File: config.mk
export PLATFORM = sky130hd
export DESIGN_NAME = plid_cell
export DESIGN_NICKNAME = d
export VERILOG_FILES = /design/src/plid_pkg.sv /design/src/plid_cell.sv
export SDC_FILE = /design/constraint.sdc
export NUM_CORES = 1
export LEC_CHECK = 0
export ABC_AREA = 1
export ABC_CLOCK_PERIOD_IN_PS = 8150
export CAP_MARGIN = 20
export CORE_AREA = 2 2 128 130
export CTS_CLUSTER_DIAMETER = 40
export CTS_CLUSTER_SIZE = 12
export DETAILED_ROUTE_END_ITERATION = 10
export DIE_AREA = 0 0 130 132
export DONT_BUFFER_PORTS = 1
export HOLD_SLACK_MARGIN = 0.12
export PLACE_DENSITY = 0.5
export SETUP_SLACK_MARGIN = 0.3
export SLEW_MARGIN = 20
export SYNTH_ARGS = -nofsm -noshare
export SYNTH_HDL_FRONTEND = slang
export SYNTH_SLANG_ARGS = --single-unit
File: constraint.sdc
create_clock -name clk -period 8.15 [get_ports clk]
set_input_delay 0.815 -clock clk [delete_from_list [all_inputs] [get_ports clk]]
set_output_delay 0.815 -clock clk [all_outputs]
set_load 0.05 [all_outputs]
File: src/plid_pkg.sv
package plid_pkg;

    // Field widths fixed by the stream format
    localparam int FUNC_W    = 3;
    localparam int POS_W     = 7;
    localparam int PAYLOAD_W = 64;
    localparam int STATUS_W  = 2;
    localparam int ECOUNT_W  = 7;
    localparam int S_TDATA_W = 72;   // position + payload, padded to bytes
    localparam int M_TDATA_W = 72;   // read_data + entry_count, padded to bytes

    // Defaults for the top-level parameters
    localparam int DEPTH_DEF  = 64;
    localparam int DATA_W_DEF = 64;

    // Fan-in of one node of the read-back tree
    localparam int FANIN = 8;

    // Operation codes
    localparam logic [FUNC_W-1:0] FN_INSERT    = 3'd0;
    localparam logic [FUNC_W-1:0] FN_DELETE    = 3'd1;
    localparam logic [FUNC_W-1:0] FN_READ      = 3'd2;
    localparam logic [FUNC_W-1:0] FN_OVERWRITE = 3'd3;
    localparam logic [FUNC_W-1:0] FN_CLEAR     = 3'd4;

    // Status codes
    localparam logic [STATUS_W-1:0] ST_OK    = 2'd0;
    localparam logic [STATUS_W-1:0] ST_FULL  = 2'd1;
    localparam logic [STATUS_W-1:0] ST_NOPOS = 2'd2;

    // Sequencer states
    typedef enum logic [1:0] {
        SQ_IDLE,
        SQ_BUSY,
        SQ_PARK
    } seq_state_t;

    // Command broadcast to every cell
    typedef struct packed {
        logic             go;    // a transaction is accepted this cycle
        logic             ins;   // insert, checked ok
        logic             del;   // delete, checked ok
        logic             wr;    // overwrite, checked ok
        logic             rd;    // read, checked ok
        logic [POS_W-1:0] pos;
    } plid_cmd_t;

    // Number of nodes on tree level lvl for n leaves
    function automatic int tree_nodes(input int n, input int lvl);
        int k;
        int i;
        k = n;
        for (i = 0; i < lvl; i++) begin
            k = (k + FANIN - 1) / FANIN;
        end
        return k;
    endfunction

    // Number of registered tree levels down to one node
    function automatic int tree_levels(input int n);
        int k;
        int l;
        k = n;
        l = 0;
        while (k > 1) begin
            k = (k + FANIN - 1) / FANIN;
            l++;
        end
        return l;
    endfunction

endpackage

File: src/plid_cell.sv
module plid_cell #(
    parameter int DEPTH  = plid_pkg::DEPTH_DEF,
    parameter int DATA_W = plid_pkg::DATA_W_DEF,
    parameter int IDX    = 0
) (
    input  logic                clk,
    input  plid_pkg::plid_cmd_t cmd,
    input  logic [DATA_W-1:0]   wdata,
    input  logic [DATA_W-1:0]   left,     // entry of the cell one position lower
    input  logic [DATA_W-1:0]   right,    // entry of the cell one position higher
    output logic [DATA_W-1:0]   entry,
    output logic [DATA_W-1:0]   rd_part   // own entry when selected for read, else zero
);
    import plid_pkg::*;

    localparam int IW = (DEPTH > 2) ? $clog2(DEPTH) : 1;
    localparam int CW = (IW > POS_W) ? IW : POS_W;

    logic [DATA_W-1:0] entry_reg;
    logic [DATA_W-1:0] entry_next;
    logic [DATA_W-1:0] rdp_reg;
    logic [DATA_W-1:0] rdp_next;
    logic              hit;
    logic              above;

    assign hit   = (CW'(cmd.pos) == CW'(IDX));
    assign above = (CW'(IDX) > CW'(cmd.pos));

    // Pick the new entry: shift up, shift down, take new data or hold
    always_comb
    begin
        priority if (cmd.ins && above)
        begin
            entry_next = left;
        end
        else if ((cmd.ins || cmd.wr) && hit)
        begin
            entry_next = wdata;
        end
        else if (cmd.del && (above || hit))
        begin
            entry_next = right;
        end
        else
        begin
            entry_next = entry_reg;
        end
        rdp_next = (cmd.rd && hit) ? entry_reg : '0;
    end

    // Update only on an accepted transaction
    always_ff @(posedge clk)
    begin
        if (cmd.go)
        begin
            entry_reg <= entry_next;
            rdp_reg   <= rdp_next;
        end
    end

    assign entry   = entry_reg;
    assign rd_part = rdp_reg;

endmodule

After elaboration in Yosys (flattened, before gate mapping) --
Index checks and enable logic that the tools add are counted.
Operators by class: multiplexer cells 3, magnitude comparators 1, reduce and logical (&&, ||, !) cells 9
Operator list (count):
- 64-bit two-way mux | 3
- 1-bit by 7-bit > comparator with 1-bit output, first input constant | 1
- 7-bit logical NOT | 1
- 1-bit logical AND | 4
- 3-bit nonzero test | 1
- 1-bit logical OR | 2
- 2-bit AND reduction | 1
Word-level totals: output and inout bits 128, logic and storage cells 15, register bits 128, input port bits 205

Logic depth before layout (Yosys ltp) --
depth in word-level cells 6, gate-level depth with buffers 7, depth with buffers taken out 6

Least setup slack after synthesis --
OpenSTA, ideal clock, no wires.
path kind input -> register, from input cmd[3] in the netlist's numbering, to register entry_reg[0], in the netlist entry[0], enable pin, path buffers 1, data arrival time 4.011 ns, setup time 0.486 ns, required time 7.664 ns, path slack 3.653 ns, cell stages on the path 6, cell sequence nor2_1 > nand2_1 > nor2_2 > buf_6 > inv_1 > nor2_1
Between the ends: cells in the longest elaborated chain, start to end 5, elaborated cells on any way between the ends 8, those cells by class order compare: 1; reduce/logical: 7
Ends and longest elaborated chain:
- start, declared | line plid_cell.sv:7 | input plid_pkg::plid_cmd_t cmd,
- 1-bit by 7-bit > comparator with 1-bit output or 7-bit logical NOT (tied branches) | line plid_cell.sv:27, plid_cell.sv:26
- 1-bit logical OR | line plid_cell.sv:40 | else if (cmd.del && (above || hit))
- 1-bit logical AND | line plid_cell.sv:40
- 3-bit nonzero test (no source line) *
- 2-bit AND reduction (no source line) *
- end signal, assigned | line plid_cell.sv:56 | entry_reg <= entry_next;
- end, declared | line plid_cell.sv:19 | logic [DATA_W-1:0] entry_reg;
Mark *: on every way between the ends. The rest lies on a longest branch, timed or not. A chain may end at the register's enable or synchronous reset.

Worst setup path in the final report --
from input cmd[5] in the netlist's numbering, to register entry_reg[16], in the netlist entry[16], enable pin
Same word-level chain as after synthesis.

==> impl_metrics.csv <==
group,metric,value,unit
grt,grt_first_pass_wirelength,18660,µm
floorplanning,pin_count,333,
placement,io_buffers,0,
power_and_ir_drop,p_leak,0.002591,µW
floorplanning,die_w,130,µm
hold_path,hp-start,"cmd[11]",
logic_synthesis,synthTopCellsByCount,"nand2_1 (130), edfxtp_1 (128), inv_1 (69)",
hold_path,whs_path_depth,0,
critical_path,reg2regPathDepth,2,
floorplanning,rows,46,
drt,drt_pass1_iterations,4,
floorplanning,start_util,34.50,%
logic_synthesis,synth.distinct_cells,13,
timing,worst-slew-pin-transition,0.7388,ns
critical_path,r2r-start,"entry[61]$_DFFE_PP_",
power_and_ir_drop,p_seq_share,53.6,%
logic_synthesis,synth_edf_count,128,
logic_synthesis,synth.largest_area_cell,"edfxtp_1",
drt,drc,0,
critical_path,end_kind,"flop",
logic_synthesis,synth-async-reset-ratio,0,%
drt,vias,3320,
logic_synthesis,synth_top_area_share,70.90,%
floorplanning,die_y,132,µm
grt,first_global_vias,3206,
critical_path,rrSetupSlack,7.04,ns
logic_synthesis,syn-num-nets,696,
logic_synthesis,synth_cells,491,
grt,antenna_found_initial,0,
cts,ctsRootBufferMaster,"clkbuf_16",
drt,routedWlPerCell,17.37,µm
logic_synthesis,synth-seq-cells,128,
critical_path,cp_max_fo,52,
cts,cts_resized,0,
drt,vias_per_cell,4.618,
power_and_ir_drop,p_int,1124,µW
critical_path,crit_top_cell,"nor2_4",
logic_synthesis,syn_area,5421,µm²
power_and_ir_drop,irDropWorstVdd,0.1336,mV
timing,slew_headroom,50.75,%
critical_path,crit_type,"input port to flop",
flow_run,cap_viol_max_count,0,
critical_path,worstPathCellList,"nor2_1, nand2_1, nor2_4, inv_1, nor2_4, buf_4",
timing,fmax,448.3,MHz
logic_synthesis,synth-main-ff-cell,"edfxtp_1",
logic_synthesis,syn_area_per_cell,11.04,µm²
timing,tns,0,ns
cts,cts_tree,"done",
critical_path,critPathMaxStageDelay,0.66,ns
placement,dpl.hpwl,8607,µm
grt,grt_max_degree,66,
critical_path,critPathSlowestCell,"buf_4",
floorplanning,coreArea,15710,µm²
logic_synthesis,yosysMostFrequentCell,"nand2_1",
power_and_ir_drop,total_power,1445,µW
cells_and_area,synthToLayoutAreaGrowth,12.23,%
cts,clock_latency,0.41,ns
power_and_ir_drop,p_clk_share,44.6,%
timing,hold_viol,0,
critical_path,crit_arrival,2.27,ns
cells_and_area,fillers,1554,
drt,wirelength,12490,µm
floorplanning,die_area,17160,µm²
logic_synthesis,synth-seq-area-share,70.90,%
cts,cts_setup_buffers,0,
timing,grt_setup_unrepaired,"false",
cells_and_area,drive_above_1_share,9.163,%
timing,period_share,27.37,%
power_and_ir_drop,p_sw_share,22.23,%
cts,clock_sinks,128,
grt,grt_usage,14.71,%
power_and_ir_drop,pwr-share-comb,1.8,%
hold_path,hold_class,"input port to flop",
power_and_ir_drop,p_sw,321.3,µW
cells_and_area,nNetsFinal,694,
logic_synthesis,synthTopCellsByArea,"edfxtp_1 (71%), nand2_1 (9.0%), nand3_1 (5.1%)",
cts,htreeDepth,4,
cts,postCtsHoldBufs,0,
cts,cts.path.max_buffers,2,
power_and_ir_drop,p_per_area,237.5,nW/µm²
critical_path,crit_start,"cmd[5]",
timing,setup_violations,0,
timing,period_needed,2.231,ns
cts,clk_pin_slew,0.05,ns
critical_path,required,8.19,ns
run_status,status,"finished, final reports clean",
timing,maxSlewViolCount,0,
cts,cts_buffers,17,
timing,finClkSkew,0.006615,ns
logic_synthesis,ys.warnings.count,0,
placement,gp_congestion,0.8489,
grt,grt_overflow,0,
drt,ant_nets,0,
critical_path,cp-start-kind,"input port",
drt,drtIter0Drc,180,
[placed cells by master, fill, tap and decap left out, drive strengths merged]
cell	synthesis	layout
nand2	131	131
clkinvlp	0	4
clkinv	0	9
clkbuf	1	19
edfxtp	128	128
buf	25	5
nor2	69	69
diode	0	1
o21ai	1	1
inv	69	69
nand3	66	66
or2	1	1
[critical path, delay by kind of cell]
kind	cells	cell delay, ns
buffers and inverters	2	0.74
AND/OR/NAND/NOR	4	0.69
[path summary, 6_finish.rpt]
check | endpoint
worst max-delay path | entry[16]$_DFFE_PP_
worst min-delay path | rd_part[11]$_SDFFCE_PN0P_
worst max register to register | rd_part[61]$_SDFFCE_PN0P_
worst min register to register | rd_part[27]$_SDFFCE_PN0P_
[routing by layer]
| layer | wire length (µm) | GRT usage [%] | vias up |
|---|---|---|---|
| met5 | 0 | 0 | - |
| met4 | 305 | 7.049 | 0 |
| met3 | 1117 | 5.357 | 24 |
| met2 | 6008 | 22.72 | 179 |
| met1 | 5055 | 18.23 | 1531 |
| li1 | - | - | 1586 |
[through the flow]
step,hold slack [ns],area (µm²),setup WS (ns),cells,util (%)
global route,0.4890,6082,5.775,718,38.71
CTS,0.4928,6082,5.901,718,38.71
detailed placement,0.9271,5575,5.452,686,35.48
floorplan,0.9042,5421,3.653,491,-
finish,0.5185,6085,5.919,719,38.72
global placement,0.9234,5575,5.474,686,35.48
[cells by family after synthesis]
family,Yosys count,share of synthesized area (%)
AND/OR/NAND/NOR,267,21.16
flip-flops,128,70.90
buffers and inverters,95,7.847
AO/OA/AOI/OAI,1,0.09223
[power by group through the flow]
stage / combinational [µW] / clock (µW) / sequential, µW
floorplan: 21.6 / 0 / 785
global placement: 25.8 / 0 / 788
detailed placement: 27.0 / 0 / 788
CTS: 27.1 / 665 / 774
global route: 31.8 / 689 / 775
finish: 26.5 / 645 / 774
[cell type report]
type                    instances  area [µm²]  area share, %
clock inverters                13       73.82          1.213
repair buffers                  5       37.54         0.6169
diodes                          1       2.502        0.04113
flip-flops and latches        128        3844          63.17
clock buffers                  19       432.9          7.115
inverters                      69       259.0          4.257
well taps                     216       270.3          4.442
multi-input cells             268        1165          19.14
Note: power is estimated with default switching activity, not from simulation.
